### src/hw/rtl/isa_pkg.sv
`default_nettype none
// ----------------------------------------------------------------------------
// isa_pkg: shared definitions of the integer stack machine
// Widths, opcodes, status codes, cell commands and sequencer states.
// ----------------------------------------------------------------------------
package isa_pkg;

  localparam int DATA_W              = 32;
  localparam int MODE_W              = 4;
  localparam int STATUS_W            = 3;
  localparam int DEPTH_OUT_W         = 7;
  localparam int DEFAULT_STACK_DEPTH = 64;

  localparam logic [MODE_W-1:0] OP_ADD       = 4'd0;
  localparam logic [MODE_W-1:0] OP_SUB       = 4'd1;
  localparam logic [MODE_W-1:0] OP_MUL       = 4'd2;
  localparam logic [MODE_W-1:0] OP_DIV       = 4'd3;
  localparam logic [MODE_W-1:0] OP_PUSH      = 4'd4;
  localparam logic [MODE_W-1:0] OP_LAST_STUB = 4'd10;

  typedef enum logic [STATUS_W-1:0] {
    STATUS_OK        = 3'd0,
    STATUS_OVERFLOW  = 3'd1,
    STATUS_UNDERFLOW = 3'd2,
    STATUS_UNKNOWN   = 3'd3,
    STATUS_DIVZERO   = 3'd4
  } status_t;

  typedef enum logic [1:0] {
    CELL_HOLD,
    CELL_TAKE_UP,
    CELL_TAKE_DOWN
  } cell_cmd_t;

  typedef enum logic [1:0] {
    ACT_NONE,
    ACT_PUSH,
    ACT_POP
  } act_t;

  typedef enum logic [1:0] {
    ST_IDLE,
    ST_EXEC,
    ST_DIV,
    ST_WB
  } state_t;

  typedef struct packed {
    logic              start;
    logic [DATA_W-1:0] dividend;
    logic [DATA_W-1:0] divisor;
  } div_req_t;

  typedef struct packed {
    logic              done;
    logic [DATA_W-1:0] quotient;
  } div_rsp_t;

endpackage
`default_nettype wire

### src/hw/rtl/isa_cell.sv
`default_nettype none
// ----------------------------------------------------------------------------
// isa_cell: one stack entry
// Holds one value; takes the neighbour above on a push and the neighbour
// below on a pop.
// ----------------------------------------------------------------------------
module isa_cell (
  input  wire logic                       clk,
  input  wire isa_pkg::cell_cmd_t         cmd,
  input  wire logic [isa_pkg::DATA_W-1:0] from_up,
  input  wire logic [isa_pkg::DATA_W-1:0] from_down,
  output logic      [isa_pkg::DATA_W-1:0] value
);
  import isa_pkg::*;

  always_ff @(posedge clk) begin
    case (cmd)
      CELL_TAKE_UP:   value <= from_up;
      CELL_TAKE_DOWN: value <= from_down;
      default:        value <= value;
    endcase
  end
endmodule
`default_nettype wire

### config.mk
export PLATFORM = sky130hd
export DESIGN_NAME = isa_cell
export DESIGN_NICKNAME = d
export VERILOG_FILES = /design/src/hw/rtl/isa_pkg.sv /design/src/hw/rtl/isa_cell.sv
export SDC_FILE = /design/constraint.sdc
export NUM_CORES = 1
export LEC_CHECK = 0
export BUFFER_PORTS_ARGS = -buffer_cell sky130_fd_sc_hd__buf_2
export CAP_MARGIN = 20
export CORE_MARGIN = 1.5
export CORE_UTILIZATION = 42
export CTS_CLUSTER_DIAMETER = 50
export DETAILED_ROUTE_END_ITERATION = 10
export PLACE_DENSITY = 0.79
export SKIP_LAST_GASP = 1
export SLEW_MARGIN = 20
export SYNTH_ARGS = -nofsm -noshare
export SYNTH_HDL_FRONTEND = slang
export SYNTH_SLANG_ARGS = --single-unit
### constraint.sdc
create_clock -name clk -period 2 [get_ports clk]
set_clock_uncertainty 0.15 [all_clocks]
set_input_delay 0.3 -clock clk [delete_from_list [all_inputs] [get_ports clk]]
set_output_delay 0.3 -clock clk [all_outputs]
set_load 0.02 [all_outputs]
Word level (Yosys, flattened, before mapping)
Index checks and enable logic that the tools add are counted.
{"block": "totals", "reg_bits": 32, "input_bits": 67, "out_inout_bits": 32}
{"block": "classes", "eq_ne": 2, "muxes": 1, "n_reduce_logical": 1}
{"cell": "case mux 32 bit (2 select lines)", "n": 1}
{"cell": "equality test 2 x 1 -> 1 bit (second input constant)", "n": 1}
{"cell": "equality test 2 bit (second input constant)", "n": 1}
{"cell": "nonzero test 2 bit", "n": 1}

Longest topological paths before layout
{"block": "logic_depth", "word_depth": 2, "ltp_mapped": 5, "mapped_depth_nobuf": 3}

Least setup slack after synthesis
Ideal clock, no wire load.
{"block": "synth_timing", "kind": "input to register", "from": "input cmd[0]", "to": "register value[0] (netlist name) (enable)", "setup_ns": 0.387, "arrival_ns": 1.238, "required_time_ns": 1.463, "path_slack_ns": 0.225, "stages": 3, "n_path_buf": 0, "cell_sequence": "inv_1 ha_1 inv_1"}
{"block": "synth_between", "elab_chain_cells": 2, "word_cells_on_any_way": 3, "classes_between": "eq/ne (2); reduce/logical (1)"}
{"item": "start: declaration", "line": "isa_cell.sv:9", "text": "input wire isa_pkg::cell_cmd_t cmd,"}
{"item": "equality test 2 bit / equality test 2 x 1 -> 1 bit (equally long branches)", "line": "isa_cell.sv:17", "text": "case (cmd)"}
{"item": "nonzero test 2 bit (no line) (*)"}
{"item": "end signal: assignment", "line": "isa_cell.sv:18", "text": "CELL_TAKE_UP: value <= from_up;"}
{"item": "end signal: assignment", "line": "isa_cell.sv:19", "text": "CELL_TAKE_DOWN: value <= from_down;"}
{"item": "end signal: assignment", "line": "isa_cell.sv:20", "text": "default: value <= value;"}
{"item": "end: declaration", "line": "isa_cell.sv:12", "text": "output logic [isa_pkg::DATA_W-1:0] value"}
Mark *: on every way between the ends. The rest lies on a longest branch, timed or not.
A chain may end at the register's enable or synchronous reset.

Final worst setup path
{"block": "layout_timing", "from": "input cmd[0]", "to": "register value[30] (netlist name) (data pin)"}
{"block": "layout_between", "elab_chain_cells": 2, "word_cells_on_any_way": 3, "classes_between": "eq/ne (2); mux (1)"}
{"item": "equality test 2 bit / equality test 2 x 1 -> 1 bit (equally long branches)", "line": "isa_cell.sv:17"}
{"item": "case mux 32 bit (2 select lines) (*)", "line": "isa_cell.sv:17"}
Marked as above.

==> key figures <==
Power and ir drop
  – Peak supply drop: 0.000374 V
  – Static Leakage: 0.993 nW
  – Logic pwr share: 0.258
  – Sw Ratio: 0.274
  – Flop pwr share: 0.539
  – P_sw: approximately 0.44 mW
  – Clk network pwr share: 0.203
  – Power, Total: 1.62 mW
  – Int Pwr: 1.18 mW
  – PwrDens: a little under 800 mW/mm²

Yosys
  – Largest family of logic cells by synthesized area: multiplexers
  – Unique masters post-synth: 7
  – Ys Warns: 0
  – Sequential area share after synthesis: 0.630
  – Synth Area in Compound Gates: 0
  – Synth Instances: 71
  – Post-Synth XOR/XNOR Area: 0
  – Adder-cell share of the synthesized area: 0.00820
  – Avg Cell Area, Syn: ~21 µm²
  – Synthesized cell area: between 0.0015 and 0.002 mm²
  – Simple-gate share of the synthesized area: 0
  – Syn Nets: 139
  – Flop and latch count out of synthesis: 32
  – Mux cell area share after synthesis: 0.310

Floorplanning
  – Die footprint: 0.00400 mm²
  – I/O pin count: 99
  – Die Width: around 63 µm
  – FP Rows: 21
  – Initial Utilization: 0.447
  – Die Ht: 63.3 µm
  – Core area: 0.00342 mm²

STA
  – Worst-margin pin slew: 0.241 ns
  – Final hold viol count: 0
  – Unrepaired setup endpoints after global routing: false
  – Slew headroom: 0.839
  – WHS: roughly 0.13 ns
  – Slew Limit Fails: 0
  – Min cycle time layout: about 1.3 ns
  – Fin crit share: 0.659
  – Setup TNS: 0 ns
  – FMAX: 759 MHz
  – Final Setup Violations: 0

Placement
  – GP Congestion: roughly 0.73
  – # port buffers: 98
  – HPWL Detailed: 2.24 mm
  – Dpl cell area: 0.00204 mm²

GRT
  – GR Overflow Total: 0
  – Vias in the first global route: roughly 990
  – Overall Global Routing Usage: 0.148
  – Initial antenna violation count: 0
  – Largest net degree at the start of global routing: 33
  – First-pass GRT wire length: roughly 4.4 mm

Hold path
  – Worst hold start: from_down[29]
  – Hold path depth: 2
  – Hold WC Path Type: in -> reg
  – Worst Hold End: value[29]$_DFFE_PP_

Route
  – Vias: 985
  – Final WL: approximately 2.9 mm
  – Post-DR wirelength/cell: 12.9 µm
  – # DRC: 0
  – ANT nets after route: 0
  – Via density: 4.44
  – Pre-antenna DRT Iters: 4
  – Initial DRC Count: 39

Cells and area
  – Max reg flops: 32
  – Cell area after layout: 0.00209 mm²
  – Ant. Diodes: 0
  – Biggest register: value
  – Layout Nets: about 240
  – Area grow syn2layout: 36.9%
  – Most frequent cells in the layout: buf_2 (98), edfxtp_1 (32), mux2_4 (30)
  – Layout cell share with drive strength beyond 1: 0.790
  – Final core occ: 0.611
  – Top flop regs: value (32)
  – Most common cell after layout, fill and taps aside: buf_2

Clock tree
  – Post-CTS Setup Bufs: 0
  – Root Driver: clkbuf_4
  – CTS tree: done
  – Sink Count: 32
  – Inserted Clock Buffers: 5
  – CTS resizes: 0
  – Reg clk slew, reported paths: roughly 0.09 ns
  – Clock Path Buffers: 2
  – Htree depth: 2
  – CTS Hold Bufs: 0

Critical path
  – Crit Path Class: in -> reg
  – CP required: between 1.5 and 2 ns
  – Worst setup EP type: flip-flop
  – CP max FO: 32
  – Setup crit start kind: input pin
  – Critical path arrival: 1.24 ns

Run
  – Total of max-cap violations: 0

Status
  – Status: completed
-- how the worst max path moves through the flow --
stage / start / endpoint / slack, ns / cells past startpoint
after detailed placement: cmd[0] / value[30]$_DFFE_PP_ / 0.33 / 5
after CTS: value[4]$_DFFE_PP_ / value[4] / 0.66 / 1
after floorplan: cmd[0] / value[0]$_DFFE_PP_ / 0.23 / 3
after global placement: cmd[0] / value[30]$_DFFE_PP_ / 0.36 / 5
after global routing: value[3]$_DFFE_PP_ / value[3] / 0.63 / 1
final: cmd[0] / value[30]$_DFFE_PP_ / 0.68 / 5
-- power by group through the flow --
stage	Clock, mW	Combinational, mW	Sequential [mW]
final	0.330	0.418	0.873
after global placement	0	0.412	0.886
after detailed placement	0	0.422	0.891
after floorplan	0	0.130	1.02
after CTS	0.343	0.423	0.875
after global routing	0.368	0.444	0.883
-- worst max-delay path, cell delays in order --
cell and delay, ns:
buf_2 0.10, inv_1 0.05, ha_2 0.19, buf_12 0.24, mux2_2 0.36
-- cell usage after synthesis --
| cell | number | area share |
|---|---|---|
| edfxtp_1 | 32 | 0.63 |
| buf_6 | 1 | 0.0074 |
| mux2_2 | 2 | 0.015 |
| ha_1 | 1 | 0.0082 |
| buf_12 | 3 | 0.039 |
| mux2_4 | 30 | 0.30 |
| inv_1 | 2 | 0.0049 |
-- through the flow --
step           cells  setup slack, ns
2_1_floorplan     71            0.225
3_3_place_gp     214            0.362
3_5_place_dp     214            0.328
4_1_cts          222            0.657
5_1_grt          222            0.627
6_report         222            0.682
-- cell type report --
class	count	area, µm²
clock inverters	1	3.75
flip-flops and latches	32	961
inverters	2	7.51
fillers	282	1330
multi-input cells	33	488
well taps	46	57.6
repair buffers	101	526
clock buffers	7	45.0
-- cell families after synthesis --
| family | Yosys count |
|---|---|
| adder cells (fa/ha/maj) | 1 |
| buffers and inverters | 6 |
| flip-flops | 32 |
| multiplexers | 32 |
-- per-layer routing --
layer	share of wire	vias up	GRT usage
li1	-	481	-
met1	0.34	447	0.151
met2	0.54	52	0.263
met3	0.10	5	0.0643
met4	0.014	0	0.0652
met5	0	-	0
Note: power is estimated with default switching activity, not from simulation.
