**src/hw/rtl/isa_pkg.sv**
```systemverilog
`default_nettype none
// ----------------------------------------------------------------------------
// isa_pkg: shared definitions of the integer stack machine
// Widths, opcodes, status codes, cell commands and sequencer states.
// ----------------------------------------------------------------------------
package isa_pkg;

  localparam int DATA_W              = 32;
  localparam int MODE_W              = 4;
  localparam int STATUS_W            = 3;
  localparam int DEPTH_OUT_W         = 7;
  localparam int DEFAULT_STACK_DEPTH = 64;

  localparam logic [MODE_W-1:0] OP_ADD       = 4'd0;
  localparam logic [MODE_W-1:0] OP_SUB       = 4'd1;
  localparam logic [MODE_W-1:0] OP_MUL       = 4'd2;
  localparam logic [MODE_W-1:0] OP_DIV       = 4'd3;
  localparam logic [MODE_W-1:0] OP_PUSH      = 4'd4;
  localparam logic [MODE_W-1:0] OP_LAST_STUB = 4'd10;

  typedef enum logic [STATUS_W-1:0] {
    STATUS_OK        = 3'd0,
    STATUS_OVERFLOW  = 3'd1,
    STATUS_UNDERFLOW = 3'd2,
    STATUS_UNKNOWN   = 3'd3,
    STATUS_DIVZERO   = 3'd4
  } status_t;

  typedef enum logic [1:0] {
    CELL_HOLD,
    CELL_TAKE_UP,
    CELL_TAKE_DOWN
  } cell_cmd_t;

  typedef enum logic [1:0] {
    ACT_NONE,
    ACT_PUSH,
    ACT_POP
  } act_t;

  typedef enum logic [1:0] {
    ST_IDLE,
    ST_EXEC,
    ST_DIV,
    ST_WB
  } state_t;

  typedef struct packed {
    logic              start;
    logic [DATA_W-1:0] dividend;
    logic [DATA_W-1:0] divisor;
  } div_req_t;

  typedef struct packed {
    logic              done;
    logic [DATA_W-1:0] quotient;
  } div_rsp_t;

endpackage
`default_nettype wire

```
**src/hw/rtl/isa_divider.sv**
```systemverilog
`default_nettype none
// ----------------------------------------------------------------------------
// isa_divider: iterative signed divider
// Restoring division on magnitudes, one quotient bit per cycle, truncating
// toward zero.
// ----------------------------------------------------------------------------
module isa_divider (
  input  wire logic              clk,
  input  wire logic              rst,
  input  wire isa_pkg::div_req_t req,
  output isa_pkg::div_rsp_t      rsp
);
  import isa_pkg::*;

  localparam int CNT_W = $clog2(DATA_W);

  logic              busy;
  logic              done;
  logic [CNT_W-1:0]  count;
  logic              negate;
  logic [DATA_W-1:0] quo;
  logic [DATA_W-1:0] rem;
  logic [DATA_W-1:0] dvs;
  logic [DATA_W:0]   rem_shift;
  logic [DATA_W:0]   diff;

  assign rem_shift = {rem, quo[DATA_W-1]};
  assign diff      = rem_shift - {1'b0, dvs};

  always_ff @(posedge clk) begin
    if (rst) begin
      busy  <= 1'b0;
      done  <= 1'b0;
      count <= '0;
    end else begin
      done <= 1'b0;
      if (req.start) begin
        busy  <= 1'b1;
        count <= '0;
      end else if (busy) begin
        count <= count + CNT_W'(1);
        if (count == CNT_W'(DATA_W - 1)) begin
          busy <= 1'b0;
          done <= 1'b1;
        end
      end
    end
  end

  always_ff @(posedge clk) begin
    if (req.start) begin
      negate <= req.dividend[DATA_W-1] ^ req.divisor[DATA_W-1];
      quo    <= req.dividend[DATA_W-1] ? (~req.dividend + DATA_W'(1)) : req.dividend;
      dvs    <= req.divisor[DATA_W-1] ? (~req.divisor + DATA_W'(1)) : req.divisor;
      rem    <= '0;
    end else if (busy) begin
      if (!diff[DATA_W]) begin
        rem <= diff[DATA_W-1:0];
        quo <= {quo[DATA_W-2:0], 1'b1};
      end else begin
        rem <= rem_shift[DATA_W-1:0];
        quo <= {quo[DATA_W-2:0], 1'b0};
      end
    end
  end

  // The negated magnitude of the most negative dividend over minus one wraps
  // back to the most negative value, as two's-complement arithmetic demands.
  assign rsp.done     = done;
  assign rsp.quotient = negate ? (~quo + DATA_W'(1)) : quo;
endmodule
`default_nettype wire

```
**config.mk**
```make
export PLATFORM = sky130hd
export DESIGN_NAME = isa_divider
export DESIGN_NICKNAME = d
export VERILOG_FILES = /design/src/hw/rtl/isa_pkg.sv /design/src/hw/rtl/isa_divider.sv
export SDC_FILE = /design/constraint.sdc
export NUM_CORES = 1
export LEC_CHECK = 0
export ABC_AREA = 1
export BUFFER_PORTS_ARGS = -buffer_cell sky130_fd_sc_hd__buf_2
export CELL_PAD_IN_SITES_DETAIL_PLACEMENT = 1
export CELL_PAD_IN_SITES_GLOBAL_PLACEMENT = 1
export CORE_ASPECT_RATIO = 0.8
export CORE_MARGIN = 2
export CORE_UTILIZATION = 43
export DETAILED_ROUTE_END_ITERATION = 10
export PLACE_DENSITY = 0.89
export SYNTH_ARGS = -nofsm -noshare
export SYNTH_HDL_FRONTEND = slang
export SYNTH_SLANG_ARGS = --single-unit
export TNS_END_PERCENT = 50
```
**constraint.sdc**
```tcl
create_clock -name clk -period 3.05 [get_ports clk]
set_clock_uncertainty 0.15 [all_clocks]
set_input_delay 0.305 -clock clk [delete_from_list [all_inputs] [get_ports clk]]
set_output_delay 0.305 -clock clk [all_outputs]
set_load 0.05 [all_outputs]
```
### Word level (Yosys, flattened, before mapping)

Cells that the tools add are included.

| operators by class | value |
|---|---|
| add/subtract/negate cells | 5 |
| equal/unequal tests | 1 |
| mux-type cells | 11 |
| bitwise gates (word level) | 5 |
| reductions and logical operators | 3 |

Operator list:

| cell | number |
|---|---|
| 32-bit 2-to-1 mux | 5 |
| 32-bit by 1-bit adder with 32-bit output, second input constant | 3 |
| 32-bit inverter | 3 |
| 33-bit by 32-bit subtractor with 33-bit output | 1 |
| 31-bit 2-to-1 mux | 1 |
| 5-bit by 1-bit adder with 5-bit output, second input constant | 1 |
| 5-bit == test, second input constant | 1 |
| 1-bit 2-to-1 mux | 5 |
| 3-bit OR reduction | 1 |
| 2-bit nonzero test | 1 |
| 2-bit OR reduction | 1 |
| 1-bit inverter | 1 |
| 1-bit bitwise XOR | 1 |

| storage, ports and cells | value |
|---|---|
| flip-flop bits (word level) | 104 |
| bits of input ports | 67 |

### Logic depth before layout (Yosys ltp)

| depth | value |
|---|---|
| depth after elaboration | 4 |
| gate-level depth with buffers | 18 |
| gate-level depth less buffers | 17 |

### Worst setup path after synthesis

OpenSTA, ideal clock, no wires.

| path | value |
|---|---|
| path kind | reg2out |
| from | reg quo[0] |
| to | out rsp[28] in the netlist's numbering |
| arrival | 2.408 ns |
| data required time | 2.595 ns |
| setup slack | 0.187 ns |
| stages on the path, launching flop included | 13 |
| buffers on the path | 0 |
| path through | edfxtp_1 -> inv_1 -> ha_1 -> inv_1 -> nor3_1 -> nand2_1 -> nor2_1 -> nand2_1 -> nor2_1 -> nand3_1 -> o21ai_0 -> nand2_1 -> xor2_1 |

RTL lines:

| what | line | source |
|---|---|---|
| from (decl) | isa_divider.sv:21 | `logic [DATA_W-1:0] quo;` |
| from (signal assigned) | isa_divider.sv:53 | `quo <= req.dividend[DATA_W-1] ? (~req.dividend + DATA_W'(1)) : req.dividend;` |
| from (signal assigned) | isa_divider.sv:59 | `quo <= {quo[DATA_W-2:0], 1'b1};` |
| from (signal assigned) | isa_divider.sv:62 | `quo <= {quo[DATA_W-2:0], 1'b0};` |
| to (decl) | isa_divider.sv:11 | `output isa_pkg::div_rsp_t rsp` |

==> results.ini <==
[finish]
final_cells = 1811
synthToLayoutAreaGrowth_pct = 14.8
n_fill_cell = 2901
drive_above_1_share = 0.139
final_core_util = 0.506
final_nets = 1642
num_antenna_cells = 0

[global_route]
first_global_vias = 9702
antenna_found_initial = 0
grt_pass1_wl_um = 48500
grt_use_total = 0.269
grt_start_max_net_pins = 42
overflow = 0

[cts]
insertion_delay_ns = 0.37
tritoncts = built
path_clk_slew_ns = 0.09
numClockSinks = 104
htree_levels = 3
cts_buffers = 9
clock-root-buffer = clkbuf_16
cts_max_path_buffers = 2

[yosys]
syn_avg_cell_area_sq_um = 6.41
synthTopCellsByArea = edfxtp_1 (21%), nand2_1 (19%), inv_1 (11%)
postSynthCellCount = 1430
ys_seq_elements = 104
synth_ff_type = edfxtp_1
synth.distinct_cells = 46
ys_seq_area_frac = 0.298
async_flop_share = 0
synthesis.area_sq_um = 9170
yosysTopAreaCellShare = 0.213
synth_edf_count = 65
syn_nets = 1535
yosysTopAreaCell = edfxtp_1
synth-warning-count = 0

[sta]
fmax_mhz = 325
slew_viol_final = 0
period_share = 1.01
rsz0062_at_grt = true
fin_ws_ns = -0.0272
slew-limit-headroom = 0.631
worstMarginPinSlew_ns = 0.553
hold_viol = 0
setup_viol = 3
fin_crit_ns = 3.08

[drt]
wl_um = 33300
dr.pass1.iters = 7
wl_per_cell_um = 18.4
drtIter0Drc = 712
vias = 9676
ant_nets = 0
drc = 0
via_per_inst = 5.34

[hold_path]
hold_class = input pin to flip-flop
worstHoldStart = req[29]
hold_depth = 2
hold_path_end = dvs[31]

[worst_setup_path]
rrSetupSlack_ns = 0.23
arrival_ns = 2.62
crit_required_ns = 2.59
reg2regPathDepth = 17
critPathSlowestCell = edfxtp_1
path_max_fanout = 5
crit_chain = inv_2, ha_4, inv_4, nor3_4, nand4_1, nor3_2, nor2_2, a21oi_4, o211ai_1, nand2_2, buf_6
timing.rr.start = quo[31]
rr_endpoint = rem[11]
crit_family = simple AND/OR/NAND/NOR gates
start_kind = flip-flop
crit_buf_inv = 3
worst-setup-path-type = flip-flop to output port
critPathMaxStageDelay_ns = 0.46
cp-end-kind = output port

[run_status]
violations = negative setup slack
outcome = finished, violations left

[power_and_ir_drop]
fin_total_pwr_w = 0.00436
p_leak_nw = 5.48
pwr_density_cell_nw_per_um2 = 415
ir_drop_mv = 0.334

[placement]
portBuffers = 99
dp_hpwl_um = 23400
dp_cells = 1783
gp_congestion = 0.920

[die]
initial_utilization = 0.440
core_sq_um = 20800
rows = 47
io_pins = 100
fp.dieH_um = 135
dieArea_sq_um = 22500
fp.dieW_um = 167

[run]
maxCapViolCount = 0

## report_power, final
group	leakage [nW]	internal, W	total [W]	switching [W]
Clock	0.144	0.000580	0.00124	0.000658
Combinational	4.37	0.000395	0.00143	0.00104
Sequential	0.966	0.00162	0.00170	0.0000743
Total	5.48	0.00260	0.00436	0.00177
## layout by cell type, fill, tap and decap left out, types with 9 or more instances in the layout
cell	n
nor3_1	24
xor2_1	60
nand2_2	24
a21oi_1	29
nand2_1	464
or2_2	9
o21ai_1	12
nor2_1	103
dfxtp_1	39
buf_2	90
nor2_2	14
nand3_1	82
ha_1	36
edfxtp_1	65
buf_4	27
xnor2_1	31
inv_1	273
nand4_1	13
clkbuf_16	9
o21ai_0	57
## worst register-to-register path: stages, from the launching register on
cell and delay [ns]:
edfxtp_1 0.35, inv_1 0.11, ha_1 0.26, fa_2 0.38, inv_1 0.09, nand2_1 0.05, nand2_1 0.11, nand3_1 0.08
nand2_1 0.13, nand2_1 0.08, nand2_2 0.10, nand2_4 0.09, nand2_4 0.10, nand2_4 0.12, nand2_4 0.26, nand2_2 0.09
nand3_1 0.11, nand2_1 0.06
## how the worst max path moves through the flow
stage	start	cells past startpoint	end
5_1_grt	quo[1]	11	rsp[27]
2_1_floorplan	quo[0]	12	rsp[28]
6_report	quo[1]	11	rsp[30]
4_1_cts	quo[1]	11	rsp[30]
3_5_place_dp	quo[1]	13	rsp[28]
3_3_place_gp	quo[1]	13	rsp[28]
## kinds of logic (layout without fill, tap and decap cells)
logic type | count (synthesis) | in the layout | share of synthesized area
xor gates and xnor gates | 92 | 92 | 0.0879
DFF | 104 | 104 | 0.298
AOI/OAI and AO/OA | 116 | 116 | 0.0673
adders and majority gates | 38 | 38 | 0.0527
buffers and inverters | 309 | 417 | 0.133
and+or+nand+nor | 771 | 775 | 0.361
## Yosys cell counts, types with 2 or more instances
| master | n |
|---|---|
| o21ai_0 | 62 |
| inv_1 | 276 |
| buf_6 | 3 |
| nand4_1 | 13 |
| nor3_1 | 27 |
| edfxtp_1 | 65 |
| buf_1 | 2 |
| xor2_1 | 61 |
| a21oi_1 | 30 |
| and2_1 | 5 |
| nand2_1 | 467 |
| nand3b_1 | 5 |
| o31ai_1 | 2 |
| inv_2 | 3 |
| nand2_4 | 4 |
| clkbuf_1 | 18 |
| nor2_1 | 110 |
| nor2_2 | 7 |
| a31oi_1 | 5 |
| nor4_1 | 6 |
| buf_2 | 3 |
| o211ai_1 | 4 |
| dfxtp_1 | 39 |
| nand2_2 | 22 |
| and3_1 | 2 |
| o21ai_1 | 8 |
| ha_1 | 37 |
| nand3_1 | 86 |
| or2_2 | 9 |
| xnor2_1 | 31 |
| nor3b_1 | 2 |
| buf_4 | 2 |
## flip-flops by register name, summed over array words and instances, names as in the netlist
signal and cells:
dvs 32, quo 32, rem 32, count 5, busy 1, done 1
negate 1
## layout make-up
cell class	count	area (sq um)	share of cell area
timing repair buffer	122	707	0.0672
multi-input combinational	1021	5410	0.514
clock buffer	10	229	0.0218
clock inverter	6	61.3	0.00583
inverter	279	1050	0.0997
tap	269	337	0.0320
sequential	104	2730	0.260
## metal layers
metal / wire length [um] / global-route usage / share of wire / vias up
li1: - / - / - / 4629
met1: 14600 / 0.338 / 0.44 / 4671
met2: 16100 / 0.488 / 0.48 / 310
met3: 1810 / 0.0425 / 0.054 / 66
met4: 752 / 0.0599 / 0.023 / 0
met5: 0 / 0 / 0 / -
## through the flow
| stage | hold slack [ns] | worst slack (ns) | cell area, sq um | setup TNS (ns) |
|---|---|---|---|---|
| 2_1_floorplan | 0.231 | 0.187 | 9170 | 0 |
| 3_3_place_gp | 0.302 | 0.194 | 9940 | 0 |
| 3_5_place_dp | 0.316 | 0.101 | 9940 | 0 |
| 4_1_cts | 0.0830 | 0.00155 | 10300 | 0 |
| 5_1_grt | 0.0984 | -0.143 | 10500 | -0.805 |
| 6_report | 0.0886 | -0.0272 | 10500 | -0.0710 |
## timing repair
item | CTS | global route
gates resized for setup | 6 | 52
endpoints found under the setup margin | 6 | 31
cloned | 0 | 4
endpoints found under the hold margin | 3 | 0
pin swaps | 0 | 17
setup buffers | 0 | 6
hold buffers | 2 | 0
Note: power is estimated with default switching activity, not from simulation.
